--- src/rtl/sll_ram.sv ---
`timescale 1ns / 1ps
// ----------------------------------------------------------------------------
// sll_ram
// Simple dual port synchronous RAM, one write and one registered read port.
// ----------------------------------------------------------------------------
module sll_ram #(
	parameter int WIDTH = 8,
	parameter int DEPTH = 256
) (
	input  logic                     clk,
	input  logic                     we,
	input  logic [$clog2(DEPTH)-1:0] waddr,
	input  logic [WIDTH-1:0]         wdata,
	input  logic [$clog2(DEPTH)-1:0] raddr,
	output logic [WIDTH-1:0]         rdata
);

	logic [WIDTH-1:0] mem [DEPTH];

	always_ff @(posedge clk) begin
		if (we) begin
			mem[waddr] <= wdata;
		end
		rdata <= mem[raddr];
	end

endmodule

--- config.mk ---
export PLATFORM = sky130hd
export DESIGN_NAME = sll_ram
export DESIGN_NICKNAME = d
export VERILOG_FILES = /design/src/rtl/sll_ram.sv
export SDC_FILE = /design/constraint.sdc
export NUM_CORES = 2
export LEC_CHECK = 0
export BUFFER_PORTS_ARGS = -buffer_cell sky130_fd_sc_hd__buf_2
export CELL_PAD_IN_SITES_DETAIL_PLACEMENT = 2
export CELL_PAD_IN_SITES_GLOBAL_PLACEMENT = 2
export CORE_ASPECT_RATIO = 1.4
export CORE_MARGIN = 3
export CORE_UTILIZATION = 51
export DETAILED_ROUTE_END_ITERATION = 6
export PLACE_DENSITY = 0.8
export SLEW_MARGIN = 10
export SYNTH_ARGS = -nofsm -noshare
export SYNTH_HDL_FRONTEND = slang
export SYNTH_SLANG_ARGS = --single-unit
--- constraint.sdc ---
create_clock -name clk -period 2.9 [get_ports clk]
set_clock_uncertainty 0.15 [all_clocks]
set_input_delay 0.58 -clock clk [delete_from_list [all_inputs] [get_ports clk]]
set_output_delay 0.58 -clock clk [all_outputs]
set_load 0.02 [all_outputs]
==> out/metrics.yaml, run 1 <==
ioPinCount: 34
yosys.area_share.simple: 0.0263
yosys.area_share.adder: 0
placement.io_buffers: 33
synth.cells.most_frequent: "sky130_fd_sc_hd__edfxtp_1 (2,048), sky130_fd_sc_hd__mux4_2 (454), sky130_fd_sc_hd__nor2_1 (282)"
synth.largest_area_cell: "sky130_fd_sc_hd__edfxtp_1"
synth_async_sr_flop_share: 0
initial_utilization: 0.516
number_of_enable_type_register_cells_in_the_synthesized_netlist: 2048
ys_top_cells_by_area: "sky130_fd_sc_hd__edfxtp_1 (77%), sky130_fd_sc_hd__mux4_2 (13%), sky130_fd_sc_hd__mux2i_1 (1.7%), sky130_fd_sc_hd__nor2_1 (1.3%), sky130_fd_sc_hd__a22oi_1 (1.3%)"
main_combinational_cell_family_by_area_after_synthesis: "multiplexers"
post_synthesis_compound_gate_area_fraction: 0.0342
result_of_the_run: "aborted with a tool error"
failed_stage: "detailed placement"
synth_xor_xnor_area_share: 0
yosysTopAreaCellShare: 0.773
seq_area_frac_synth: 0.775
yosysMostFrequentCell: "sky130_fd_sc_hd__edfxtp_1"
synthDistinctLibCells: 55
die_x_um: 340
std_cell_rows: 170
die-height_um: 473
multiplexer_share_of_the_synthesized_area: 0.146
synth_fp_nets: 3759
synth_cells: 3733
yosysWarningCount: 0
error_message: "[ERROR DPL-0033] detailed placement checks failed during check placement."
syn_area_mm2: 0.0796
postSynthRegisterBits: 2056
syn_area_per_cell_um2: 21.3
detailedPlacementHpwl_um: 197000
synth_ff_type: "sky130_fd_sc_hd__edfxtp_1"
routabilityCongestion: 0.870
-- stage by stage --
step / hold slack [ns] / setup slack, ns
floorplan: 0.529 / 0.232
global placement: 0.867 / -1.03
-- cell families after synthesis --
kind of cell | count (synthesis)
AOI/OAI and AO/OA | 385
DFF | 2056
muxes | 591
buffers and inverters | 235
and+or+nand+nor | 466
==> inputs of run 2 (changes only) <==
- CELL_PAD_IN_SITES_DETAIL_PLACEMENT: 2 -> not set
- CELL_PAD_IN_SITES_GLOBAL_PLACEMENT: 2 -> not set
- CORE_ASPECT_RATIO: 1.4 -> not set
- CORE_UTILIZATION: 51 -> 40
- PLACE_DENSITY: 0.8 -> not set
- PLACE_DENSITY_LB_ADDON: not set -> 0.15
==> out/metrics.yaml, run 2 <==
synth_ff_type: "sky130_fd_sc_hd__edfxtp_1"
timing.hold.worst.class: "input port to register"
postSynthRegisterBits: 2056  # unchanged
areaGrowthSynthToFinish_pct: 20.5
timing.critical_path.from_type: "input port"
result_of_the_run: "completed"
routabilityCongestion: 0.806  # -7.4%
timing.reg2reg.worst_path_depth: 6
first_global_vias: 41300
final_non_filler_cells: 7373
detail_route.iter0.violations: 4560
synth.largest_area_cell: "sky130_fd_sc_hd__edfxtp_1"
detail_route.wl_per_cell_um: 29.1
layout_top_registers: "mem x2048, rdata x8"
final_common_cell: "sky130_fd_sc_hd__edfxtp_1"
yosysTopAreaCellShare: 0.773  # unchanged
fin_nets: 4579
drc: 0
initial_utilization: 0.403  # -0.113
detailedPlacementHpwl_um: 142000  # -28%
worst_pin_slew_ns: 0.788
die_x_um: 452  # +33%
globalRouteMet1Util: 0.303
yosysWarningCount: 0  # unchanged
cts_made_buffers: 211
htree_num_levels: 4
hold_path_depth: 1
timing.hold.worst.start: "wdata[7]"
grt_util_met2: 0.339
crit_required_ns: 3.44
design.die.area_mm2: 0.204
placement.io_buffers: 33  # unchanged
grt_start_max_net_pins: 89
power_w: 0.0632
most-common-layout-cells: "sky130_fd_sc_hd__edfxtp_1 (2,048), sky130_fd_sc_hd__buf_4 (712), sky130_fd_sc_hd__mux4_2 (454), sky130_fd_sc_hd__nor2_1 (279), sky130_fd_sc_hd__clkbuf_16 (213)"
vias_per_cell: 5.53
peakVddDrop_v: 0.000587
worst-path-max-fanout: 13
slew-limit-headroom: 0.470
syn_area_mm2: 0.0796  # unchanged
worstReg2RegStart: "mem[83][0]$_DFFE_PP_"
grt-busiest-layer: "met2"
cts-root-buf: "sky130_fd_sc_hd__clkbuf_16"
r2r-end: "rdata[0]$_DFF_P_"
seq_area_frac_synth: 0.775  # unchanged
syn_area_per_cell_um2: 21.3  # unchanged
ys_top_cells_by_area: "sky130_fd_sc_hd__edfxtp_1 (77%), sky130_fd_sc_hd__mux4_2 (13%), sky130_fd_sc_hd__mux2i_1 (1.7%), sky130_fd_sc_hd__nor2_1 (1.3%), sky130_fd_sc_hd__a22oi_1 (1.3%)"
synth_cells: 3733  # unchanged
die-height_um: 452  # -4.5%
number_of_flip_flops_in_the_largest_register: 2048
timing.setup.critical_path_class: "input port to register"
final_antenna_net_count: 0
vias: 40700
synthDistinctLibCells: 55  # unchanged
clk_pin_slew_ns: 0.06
synth.cells.most_frequent: "sky130_fd_sc_hd__edfxtp_1 (2,048), sky130_fd_sc_hd__mux4_2 (454), sky130_fd_sc_hd__nor2_1 (282)"
post-place-cells: 6976
synth_fp_nets: 3759  # unchanged
clk_path_buf_depth: 3
leakagePower_nw: 31.2
cts.sink_count: 2056
fin_tns_setup_ns: 0
std_cell_rows: 163  # -4.1%
grt_util_met3: 0.0314
first_pass_grt_wire_length_um: 308000
timing.final.crit_period_ns: 2.77
worstSetupStartpoint: "raddr[0]"
drv_slew: 0
globalRouteOverflowTotal: 0
route.final.wire_length_um: 214000
layout_cell_share_with_drive_strength_beyond_1: 0.344
synth_async_sr_flop_share: 0  # unchanged
cts_tree: "built"
first_pass_detailed_route_iteration_total: 5
largest_register: "mem"
pwr_density_cell_mw_per_mm2: 660
finalHoldViolCount: 0
track_usage: 0.210
finalCritPeriodShare: 0.956
rrSetupSlack_ns: 0.14
yosysMostFrequentCell: "sky130_fd_sc_hd__edfxtp_1"
grt_setup_unrepaired: "no"
core-area_mm2: 0.198
hold_path_end: "mem[203][7]$_DFFE_PP_"
ioPinCount: 34  # unchanged
timing.final.setup_violations: 0
number_of_enable_type_register_cells_in_the_synthesized_netlist: 2048  # unchanged
critical_path.endpoint_type: "register"
clock.fmax_mhz: 361
antenna_found_initial: 18
clock_latency_on_the_worst_skew_pair_ns: 0.85
cap_violations: 0
cp_data_arrival_time_ns: 3.31
[run 2: cell counts after synthesis]
Identical to the previous run, type by type.
[run 2: power breakdown]
group / internal (W) / total [W] / switching [W] / leakage (nW)
Combinational: 0.00152 / 0.00367 / 0.00215 / 9.47
Clock: 0.0155 / 0.0268 / 0.0113 / 3.30
Sequential: 0.0328 / 0.0328 / 0.0000623 / 18.5
[run 2: worst max-delay path, stage by stage]
cell and delay [ns]:
sky130_fd_sc_hd__buf_8 0.16, sky130_fd_sc_hd__buf_12 0.18, sky130_fd_sc_hd__buf_12 0.18, sky130_fd_sc_hd__buf_12 0.18, sky130_fd_sc_hd__mux4_2 0.51, sky130_fd_sc_hd__a22o_1 0.29
sky130_fd_sc_hd__a221oi_2 0.40, sky130_fd_sc_hd__o32ai_1 0.21, sky130_fd_sc_hd__nor3_2 0.29, sky130_fd_sc_hd__buf_4 0.23, sky130_fd_sc_hd__nor4_1 0.07
[run 2: cell families (layout without fill, tap and decap cells)]
logic type / Yosys count / in the layout / synth area share
flip-flops: 2056 / 2056 / 0.775
multiplexers: 591 / 591 / 0.146
buffers and inverters: 235 / 1231 / 0.0183
other: 0 / 4 / 0
AO/OA/AOI/OAI: 385 / 385 / 0.0342
AND/OR/NAND/NOR: 466 / 466 / 0.0263
[run 2: through the flow]
step | area (um2) | util | setup slack (ns) | hold WS, ns
2_1_floorplan | 79600 | - | 0.232 | 0.529
3_3_place_gp | 89000 | 0.450 | -1.18 | 0.751
3_5_place_dp | 89000 | 0.450 | -1.25 | 0.756
4_1_cts | 95800 | 0.485 | 0.0647 | 0.0168
5_1_grt | 95900 | 0.485 | 0.0448 | 0.0282
6_report | 95900 | 0.485 | 0.128 | 0.0353
[run 2: final cells by class]
class	instances	area, um2
Multi-Input combinational cell	1442	16600
Fill cell	16200	102000
Clock buffer	262	5510
Sequential cell	2056	61700
Tap cell	2640	3300
Antenna cell	4	10.0
Inverter	2	7.51
Clock inverter	127	1250
Timing Repair Buffer	840	7500
[run 2: how the worst max path moves through the flow]
stage	cells after the start	to	slack, ns
final	11	rdata[3]$_DFF_P_	0.13
after global routing	7	rdata[0]$_DFF_P_	0.04
after CTS	12	rdata[0]$_DFF_P_	0.06
after detailed placement	11	rdata[3]$_DFF_P_	-1.25
after global placement	11	rdata[3]$_DFF_P_	-1.18
after floorplan	9	rdata[2]$_DFF_P_	0.23
[run 2: repair_timing]
action                                  CTS  global route
hold endpoints to repair                 50             0
buffers inserted                          0             0
hold buffers                              4             0
endpoints found under the setup margin    6             5
gates resized for setup                   9             5
[run 2: per-layer routing]
metal  vias to the layer above  share of wire
met4                         0          0.023
met3                       277          0.057
met5                         -              0
met2                      1276           0.49
met1                     21800           0.43
li1                      17400              -
Power figures use the tool's default switching activity.
