**src/rtl/sll_pkg.sv**
```systemverilog
`timescale 1ns / 1ps
// ----------------------------------------------------------------------------
// sll_pkg
// Shared widths, command codes and structs of the linked list engine.
// ----------------------------------------------------------------------------
package sll_pkg;

	localparam int ENTRIES = 256;
	localparam int IDX_W   = 8;
	localparam int DATA_W  = 32;
	localparam int CNT_W   = 9;
	localparam int CMD_W   = 4;
	localparam int POS_W   = 9;

	localparam logic [CMD_W-1:0] CMD_INIT   = 4'd0;
	localparam logic [CMD_W-1:0] CMD_NEW    = 4'd1;
	localparam logic [CMD_W-1:0] CMD_CLEAR  = 4'd2;
	localparam logic [CMD_W-1:0] CMD_EMPTY  = 4'd3;
	localparam logic [CMD_W-1:0] CMD_LENGTH = 4'd4;
	localparam logic [CMD_W-1:0] CMD_GET    = 4'd5;
	localparam logic [CMD_W-1:0] CMD_LOCATE = 4'd6;
	localparam logic [CMD_W-1:0] CMD_PRIOR  = 4'd7;
	localparam logic [CMD_W-1:0] CMD_NEXT   = 4'd8;
	localparam logic [CMD_W-1:0] CMD_INSERT = 4'd9;
	localparam logic [CMD_W-1:0] CMD_DELETE = 4'd10;

	typedef struct packed {
		logic             we;
		logic [IDX_W-1:0] waddr;
		logic [IDX_W-1:0] wdata;
		logic [IDX_W-1:0] raddr;
	} sll_lreq_t;

	typedef struct packed {
		logic              we;
		logic [IDX_W-1:0]  waddr;
		logic [DATA_W-1:0] wdata;
		logic [IDX_W-1:0]  raddr;
	} sll_dreq_t;

	typedef struct packed {
		logic              ok;
		logic [DATA_W-1:0] value;
		logic [IDX_W-1:0]  index;
		logic [7:0]        count;
	} sll_res_t;

endpackage

```
**src/rtl/sll_ctrl.sv**
```systemverilog
`timescale 1ns / 1ps
// ----------------------------------------------------------------------------
// sll_ctrl
// Command sequencer: walks, reads and rewrites the link and data memories.
// ----------------------------------------------------------------------------
module sll_ctrl (
	input  logic                      clk,
	input  logic                      arst_n,
	input  logic                      in_valid,
	output logic                      in_stall,
	input  logic [sll_pkg::CMD_W-1:0] cmd,
	input  logic [sll_pkg::IDX_W-1:0] list_head,
	input  logic [sll_pkg::POS_W-1:0] position,
	input  logic [sll_pkg::DATA_W-1:0] value,
	output logic                      res_valid,
	output sll_pkg::sll_res_t         res,
	input  logic                      res_take,
	output sll_pkg::sll_lreq_t        lreq,
	input  logic [sll_pkg::IDX_W-1:0] lrd,
	output sll_pkg::sll_dreq_t        dreq,
	input  logic [sll_pkg::DATA_W-1:0] drd
);
	import sll_pkg::*;

	typedef enum logic [5:0] {
		S_INIT, S_IDLE, S_START, S_NEW1, S_NEW2, S_NEW3,
		S_CLR1, S_CLR2, S_CLR3, S_CLRW, S_CLRE, S_EMPTY,
		S_LEN, S_DISP, S_TF0, S_TF1, S_TF2, S_WK0, S_WK, S_AFTER, S_INS,
		S_DEL1, S_DEL2, S_DEL3, S_DEL4, S_FIND, S_FSCAN, S_NEXT,
		S_PRIOR0, S_PRIOR1, S_PSCAN, S_PDATA, S_FIN
	} state_t;

	localparam logic [CNT_W-1:0] ENTRIES_C = CNT_W'(ENTRIES);
	localparam logic [IDX_W-1:0] LAST_IDX  = IDX_W'(ENTRIES - 1);

	state_t              state_q;
	logic [CMD_W-1:0]    cmd_q;
	logic [IDX_W-1:0]    h_q;
	logic [POS_W-1:0]    pos_q;
	logic [DATA_W-1:0]   v_q;
	logic [CNT_W-1:0]    s_q;
	logic [CNT_W-1:0]    len_q;
	logic [CNT_W-1:0]    steps_q;
	logic [IDX_W-1:0]    i_q;
	logic [IDX_W-1:0]    j_q;
	logic [IDX_W-1:0]    k_q;
	logic                init_cmd_q;
	sll_res_t            res_q;
	logic [CNT_W-1:0]    s_inc;
	logic                pos_in_len;
	logic                pos_in_ins;

	assign s_inc      = s_q + CNT_W'(1);
	assign pos_in_len = (pos_q != '0) && (pos_q <= len_q);
	assign pos_in_ins = (pos_q != '0) && ({1'b0, pos_q} <= ({1'b0, len_q} + (CNT_W+1)'(1)));

	assign in_stall  = (state_q != S_IDLE);
	assign res_valid = (state_q == S_FIN);
	assign res       = res_q;

	// memory requests
	always_comb begin
		lreq       = '0;
		dreq       = '0;
		lreq.raddr = h_q;
		dreq.raddr = h_q;
		dreq.wdata = v_q;
		case (state_q)
			S_INIT: begin
				lreq.we    = 1'b1;
				lreq.waddr = k_q;
				lreq.wdata = k_q + IDX_W'(1);
			end
			S_START: lreq.raddr = (cmd_q == CMD_NEW) ? '0 : h_q;
			S_NEW1:  lreq.raddr = lrd;
			S_NEW2: begin
				lreq.we    = 1'b1;
				lreq.waddr = '0;
				lreq.wdata = lrd;
			end
			S_NEW3: begin
				lreq.we    = 1'b1;
				lreq.waddr = i_q;
				lreq.wdata = '0;
			end
			S_CLR1: begin
				lreq.we    = (lrd != '0);
				lreq.waddr = h_q;
				lreq.wdata = '0;
			end
			S_CLR2: lreq.raddr = '0;
			S_CLR3: begin
				lreq.we    = 1'b1;
				lreq.waddr = '0;
				lreq.wdata = i_q;
				lreq.raddr = i_q;
			end
			S_CLRW: lreq.raddr = lrd;
			S_CLRE: begin
				lreq.we    = 1'b1;
				lreq.waddr = j_q;
				lreq.wdata = k_q;
			end
			S_LEN:  lreq.raddr = lrd;
			S_TF0:  lreq.raddr = '0;
			S_TF1:  lreq.raddr = lrd;
			S_TF2: begin
				lreq.we    = 1'b1;
				lreq.waddr = '0;
				lreq.wdata = lrd;
				dreq.we    = 1'b1;
				dreq.waddr = j_q;
			end
			S_WK: begin
				lreq.raddr = lrd;
				dreq.raddr = lrd;
			end
			S_AFTER: begin
				if (cmd_q == CMD_INSERT) begin
					lreq.we    = 1'b1;
					lreq.waddr = j_q;
					lreq.wdata = lrd;
				end
				lreq.raddr = lrd;
				dreq.raddr = lrd;
			end
			S_INS: begin
				lreq.we    = 1'b1;
				lreq.waddr = k_q;
				lreq.wdata = j_q;
			end
			S_DEL1: begin
				lreq.we    = 1'b1;
				lreq.waddr = k_q;
				lreq.wdata = lrd;
			end
			S_DEL2: lreq.raddr = '0;
			S_DEL3: begin
				lreq.we    = 1'b1;
				lreq.waddr = j_q;
				lreq.wdata = lrd;
			end
			S_DEL4: begin
				lreq.we    = 1'b1;
				lreq.waddr = '0;
				lreq.wdata = j_q;
			end
			S_FIND, S_FSCAN, S_PRIOR1: begin
				lreq.raddr = lrd;
				dreq.raddr = lrd;
			end
			S_PRIOR0: lreq.raddr = lrd;
			S_PSCAN: begin
				lreq.raddr = lrd;
				dreq.raddr = (drd == v_q) ? j_q : lrd;
			end
			default: ;
		endcase
	end

	always_ff @(posedge clk or negedge arst_n) begin
		if (!arst_n) begin
			state_q    <= S_INIT;
			k_q        <= '0;
			init_cmd_q <= 1'b0;
			res_q      <= '0;
			cmd_q      <= '0;
			h_q        <= '0;
			pos_q      <= '0;
			v_q        <= '0;
			s_q        <= '0;
			len_q      <= '0;
			steps_q    <= '0;
			i_q        <= '0;
			j_q        <= '0;
		end else begin
			case (state_q)
				S_INIT: begin
					k_q <= k_q + IDX_W'(1);
					if (k_q == LAST_IDX) begin
						if (init_cmd_q) begin
							res_q.ok <= 1'b1;
							state_q  <= S_FIN;
						end else begin
							state_q <= S_IDLE;
						end
					end
				end
				S_IDLE: begin
					if (in_valid) begin
						cmd_q      <= cmd;
						h_q        <= list_head;
						pos_q      <= position;
						v_q        <= value;
						s_q        <= '0;
						res_q      <= '0;
						k_q        <= '0;
						init_cmd_q <= 1'b1;
						if (cmd == CMD_INIT) begin
							state_q <= S_INIT;
						end else if (cmd > CMD_DELETE) begin
							state_q <= S_FIN;
						end else begin
							state_q <= S_START;
						end
					end
				end
				S_START: begin
					case (cmd_q)
						CMD_NEW:    state_q <= S_NEW1;
						CMD_CLEAR:  state_q <= S_CLR1;
						CMD_EMPTY:  state_q <= S_EMPTY;
						CMD_LOCATE, CMD_NEXT: state_q <= S_FIND;
						CMD_PRIOR:  state_q <= S_PRIOR0;
						default:    state_q <= S_LEN;
					endcase
				end
				S_NEW1: begin
					i_q     <= lrd;
					state_q <= (lrd == '0) ? S_FIN : S_NEW2;
				end
				S_NEW2: state_q <= S_NEW3;
				S_NEW3: begin
					res_q.ok    <= 1'b1;
					res_q.index <= i_q;
					state_q     <= S_FIN;
				end
				S_CLR1: begin
					i_q <= lrd;
					if (lrd == '0) begin
						res_q.ok <= 1'b1;
						state_q  <= S_FIN;
					end else begin
						state_q <= S_CLR2;
					end
				end
				S_CLR2: state_q <= S_CLR3;
				S_CLR3: begin
					k_q     <= lrd;
					j_q     <= i_q;
					s_q     <= CNT_W'(1);
					state_q <= S_CLRW;
				end
				S_CLRW: begin
					if ((lrd != '0) && (s_q < ENTRIES_C)) begin
						j_q <= lrd;
						s_q <= s_inc;
					end else begin
						state_q <= S_CLRE;
					end
				end
				S_CLRE: begin
					res_q.ok <= 1'b1;
					state_q  <= S_FIN;
				end
				S_EMPTY: begin
					res_q.ok <= (lrd == '0);
					state_q  <= S_FIN;
				end
				S_LEN: begin
					if ((lrd == '0) || (s_q == ENTRIES_C)) begin
						len_q   <= s_q;
						state_q <= S_DISP;
					end else begin
						s_q <= s_inc;
					end
				end
				S_DISP: begin
					case (cmd_q)
						CMD_LENGTH: begin
							res_q.ok    <= 1'b1;
							res_q.count <= len_q[IDX_W] ? 8'hFF : len_q[7:0];
							state_q     <= S_FIN;
						end
						CMD_GET: begin
							steps_q <= pos_q;
							state_q <= pos_in_len ? S_WK0 : S_FIN;
						end
						CMD_DELETE: begin
							steps_q <= pos_q - POS_W'(1);
							state_q <= pos_in_len ? S_WK0 : S_FIN;
						end
						CMD_INSERT: begin
							steps_q <= pos_q - POS_W'(1);
							state_q <= pos_in_ins ? S_TF0 : S_FIN;
						end
						default: state_q <= S_FIN;
					endcase
				end
				S_TF0: state_q <= S_TF1;
				S_TF1: begin
					j_q     <= lrd;
					state_q <= (lrd == '0) ? S_FIN : S_TF2;
				end
				S_TF2: state_q <= S_WK0;
				S_WK0: begin
					k_q     <= h_q;
					s_q     <= '0;
					state_q <= (steps_q == '0) ? S_AFTER : S_WK;
				end
				S_WK: begin
					k_q <= lrd;
					s_q <= s_inc;
					if (s_inc == steps_q) begin
						state_q <= S_AFTER;
					end
				end
				S_AFTER: begin
					case (cmd_q)
						CMD_GET: begin
							res_q.ok    <= 1'b1;
							res_q.value <= drd;
							state_q     <= S_FIN;
						end
						CMD_INSERT: state_q <= S_INS;
						default: begin
							j_q     <= lrd;
							state_q <= (lrd == '0) ? S_FIN : S_DEL1;
						end
					endcase
				end
				S_INS: begin
					res_q.ok <= 1'b1;
					state_q  <= S_FIN;
				end
				S_DEL1: begin
					res_q.value <= drd;
					state_q     <= S_DEL2;
				end
				S_DEL2: state_q <= S_DEL3;
				S_DEL3: state_q <= S_DEL4;
				S_DEL4: begin
					res_q.ok <= 1'b1;
					state_q  <= S_FIN;
				end
				S_FIND: begin
					i_q     <= lrd;
					s_q     <= '0;
					state_q <= (lrd == '0) ? S_FIN : S_FSCAN;
				end
				S_FSCAN: begin
					if (drd == v_q) begin
						if (cmd_q == CMD_LOCATE) begin
							res_q.ok    <= 1'b1;
							res_q.index <= i_q;
							state_q     <= S_FIN;
						end else begin
							state_q <= (lrd == '0) ? S_FIN : S_NEXT;
						end
					end else if ((lrd == '0) || (s_inc == ENTRIES_C)) begin
						state_q <= S_FIN;
					end else begin
						i_q <= lrd;
						s_q <= s_inc;
					end
				end
				S_NEXT: begin
					res_q.ok    <= 1'b1;
					res_q.value <= drd;
					state_q     <= S_FIN;
				end
				S_PRIOR0: begin
					j_q     <= lrd;
					state_q <= (lrd == '0) ? S_FIN : S_PRIOR1;
				end
				S_PRIOR1: begin
					i_q     <= lrd;
					s_q     <= CNT_W'(1);
					state_q <= (lrd == '0) ? S_FIN : S_PSCAN;
				end
				S_PSCAN: begin
					if (drd == v_q) begin
						state_q <= S_PDATA;
					end else if (s_q == ENTRIES_C) begin
						state_q <= S_FIN;
					end else begin
						j_q <= i_q;
						i_q <= lrd;
						s_q <= s_inc;
						if (lrd == '0) begin
							state_q <= S_FIN;
						end
					end
				end
				S_PDATA: begin
					res_q.ok    <= 1'b1;
					res_q.value <= drd;
					state_q     <= S_FIN;
				end
				S_FIN: begin
					if (res_take) begin
						state_q <= S_IDLE;
					end
				end
				default: state_q <= S_IDLE;
			endcase
		end
	end

endmodule

```
**config.mk**
```make
export PLATFORM = sky130hd
export DESIGN_NAME = sll_ctrl
export DESIGN_NICKNAME = d
export VERILOG_FILES = /design/src/rtl/sll_pkg.sv /design/src/rtl/sll_ctrl.sv
export SDC_FILE = /design/constraint.sdc
export NUM_CORES = 1
export LEC_CHECK = 0
export BUFFER_PORTS_ARGS = -buffer_cell sky130_fd_sc_hd__buf_4
export CORE_MARGIN = 2
export CORE_UTILIZATION = 31
export DETAILED_ROUTE_END_ITERATION = 10
export GPL_TIMING_DRIVEN = 1
export PLACE_DENSITY_LB_ADDON = 0.25
export SYNTH_ARGS = -nofsm -noshare
export SYNTH_HDL_FRONTEND = slang
export SYNTH_SLANG_ARGS = --single-unit
export TNS_END_PERCENT = 20
```
**constraint.sdc**
```tcl
create_clock -name clk -period 7.27 [get_ports clk]
set_input_delay 1.0905 -clock clk [delete_from_list [all_inputs] [get_ports clk]]
set_output_delay 1.0905 -clock clk [all_outputs]
set_load 0.02 [all_outputs]
```
==> impl_metrics.yaml <==
status:
  status: "complete, no violations"
critical_path:
  worstSetupPathType: "register to output pin"
  r2r_cells: 8
  cp-startpoint: "state_q[1]"
  r2r_end: "s_q[1]"
  required_ps: 6180
  r2r_slack_ps: 3270
  critPathCaptureType: "output pin"
  path_max_fanout: 29
  cp-endpoint: "lreq[14]"
  arrival_ps: 3500
  r2r-start: "state_q[1]"
  cp-start-kind: "register"
detailed_routing:
  met3_length_mm: 2.45
  routed_wl_mm: 37.9
  drc: 0
  wl_met1_mm: 16.5
  vias: 9898
  met2_length_mm: 17.8
  wl_per_cell_um: 21.0
  ant_nets: 0
  drt_pass1_iterations: 8
  drt_iter0_markers: 1111
  viasPerCell: 5.48
  routed.top_layer: "met4"
global_routing:
  grt.total_usage_pct: 21.4
  grt_max_degree: 89
  antenna_found_initial: 0
  gr-total-overflow: 0
  grt_pass1_vias: 9745
  grt_pass1_wl_mm: 58.3
yosys:
  synthCells: 1164
  synth_seq_cells: 160
  synth_ff_type: "dfrtp_1"
  synth.most_common_cell: "nand2_1"
  synth_top_area_share_pct: 38.4
  synth_edf_count: 0
  syn_nets: 1285
  yosysSeqAreaShare_pct: 38.4
  avgSynthCellArea_um2: 8.96
  synthTopCellsByCount: "nand2_1 (187), dfrtp_1 (160), o21ai_0 (87), nor2_1 (67), mux2_2 (61)"
  netlist_area_um2: 10400
  synth.area.top_cells: "dfrtp_1 (38%), nand2_1 (6.7%), mux2_2 (6.6%)"
  synth_area_leader_cell: "dfrtp_1"
  synth.distinct_cells: 81
  synthArstFlopShare_pct: 100
  synth_warnings: 0
die:
  dieWidth_um: 187
  fp.coreArea_um2: 33400
  rows: 67
  start_util_pct: 31.3
  die_area_um2: 35100
  fp.dieH_um: 187
  ios: 222
clock_network:
  clock_path_buffers: 2
  cts_tree: "done"
  htreeDepth: 4
  cts.repair.resized: 0
  ctsHoldBuffers: 0
  postCtsSetupBuffers: 0
  clock_latency_ps: 450
  cts-buffers-inserted: 17
  clkSinkCount: 160
  clk_pin_slew_ps: 70
  cts_root_buffer: "clkbuf_16"
place:
  detailedPlace.worstSlack_ps: 2880
  place.gp.congestion: 0.973
  dp.cells: 1775
  placed_area_um2: 12400
  io_buffer_count: 221
  dpl.hpwl_mm: 28.2
cells_and_area:
  antenna_cells: 0
  drive_gt1_share_pct: 26.8
  fin_nets: 1467
  final_area_um2: 13100
  area_delta_synth_final_pct: 25.8
  instances_no_fill: 1807
timing:
  fin_skew_ps: 10.5
  tightest_slew_ps: 1170
  finalHoldViolCount: 0
  relSlewSlack_pct: 21.6
  finalCritPeriodShare_pct: 63.2
  setup_slack_ps: 2680
  finalSetupViolations: 0
  min_period_ps: 4590
  timing.fmax_ghz: 0.218
  finalSetupTns_ps: 0
  rsz0062_at_grt: "no"
  drv_slew: 0
power:
  leakage_nw: 5.75
  cellPowerDensity_nw_per_um2: 382
  ir_drop_uv: 195
job:
  drv_cap: 0
hold_path:
  min-delay-path-class: "register to register"
worst max-delay path, cell delays in order (launching register included):
cell and delay, ps:
dfrtp_1 770, nor2_1 460, nand2_1 160, nor2_1 920, a222oi_1 290, o211ai_1 220, buf_4 210
layout make-up:
cell class              count  area [µm²]
fillers                  3470       20200
multi-input cells         889        5940
flip-flops and latches    160        4000
repair buffers            235        1770
well taps                 448         561
clock buffers              18         439
clock inverters            14         251
inverters                  43         161
registers in the layout, indices dropped and copies added (netlist names):
| name | count |
|---|---|
| v_q | 32 |
| init_cmd_q | 1 |
| j_q | 8 |
| pos_q | 9 |
| res | 49 |
| state_q | 6 |
| k_q | 8 |
| steps_q | 9 |
| i_q | 8 |
| cmd_q | 4 |
| len_q | 9 |
| s_q | 9 |
| h_q | 8 |
power by group:
part | leakage (nW) | switching [mW] | internal (mW)
Combinational | 3.37 | 1.38 | 1.01
Sequential | 2.05 | 0.424 | 1.12
Clock | 0.328 | 0.411 | 0.661
kinds of logic after synthesis:
logic type      count (synthesis)  synth area share [%]
simple gates                  422                  19.6
compound gates                284                  18.5
flops                         160                  38.4
buf+inv                       115                  4.82
mux                            90                  9.96
xor+xnor                       69                  5.94
fa+ha+maj                      24                  2.88
routing by layer:
metal | up-vias | global-route usage, %
met2 | 407 | 34.3
met5 | - | 0
li1 | 4602 | -
met3 | 63 | 4.80
met1 | 4826 | 28.5
met4 | 0 | 7.33
through the flow:
step	power, mW	utilization [%]	hold WS, ps
floorplan	2.99	-	440
global placement	3.92	37.3	459
detailed placement	3.93	37.3	464
CTS	5.02	39.3	487
global route	5.30	39.3	511
finish	5.02	39.3	482
worst min-delay path by stage:
stage / slack [ps] / to / start / depth (start not counted)
4_1_cts: 490 / res[32] / res[32] / 2
3_3_place_gp: 460 / init_cmd_q / init_cmd_q / 1
5_1_grt: 510 / res[25] / res[25] / 2
6_report: 480 / res[32] / res[32] / 2
3_5_place_dp: 460 / init_cmd_q / init_cmd_q / 1
2_1_floorplan: 440 / init_cmd_q / init_cmd_q / 1
placed cells by master, fill, tap and decap left out, types with 7 or more instances in the layout:
| cell | count |
|---|---|
| nor2b_1 | 9 |
| o211ai_1 | 8 |
| dfrtp_1 | 160 |
| inv_1 | 42 |
| and2_1 | 8 |
| mux2i_1 | 10 |
| a21oi_1 | 48 |
| nand3_1 | 26 |
| nor3_1 | 16 |
| or2_2 | 7 |
| clkbuf_16 | 17 |
| mux2_1 | 9 |
| a31oi_1 | 8 |
| a22oi_1 | 16 |
| nand4_1 | 13 |
| or3_1 | 9 |
| mux2_2 | 61 |
| ha_1 | 24 |
| nor4_1 | 22 |
| xnor2_1 | 27 |
| o41ai_1 | 9 |
| o22ai_1 | 13 |
| nand2b_1 | 16 |
| nand2_1 | 187 |
| buf_4 | 234 |
| a222oi_1 | 25 |
| mux2_4 | 10 |
| nor2_1 | 67 |
| o21ai_0 | 87 |
| xor2_1 | 41 |
No activity file was read; power rests on OpenSTA's default activity.
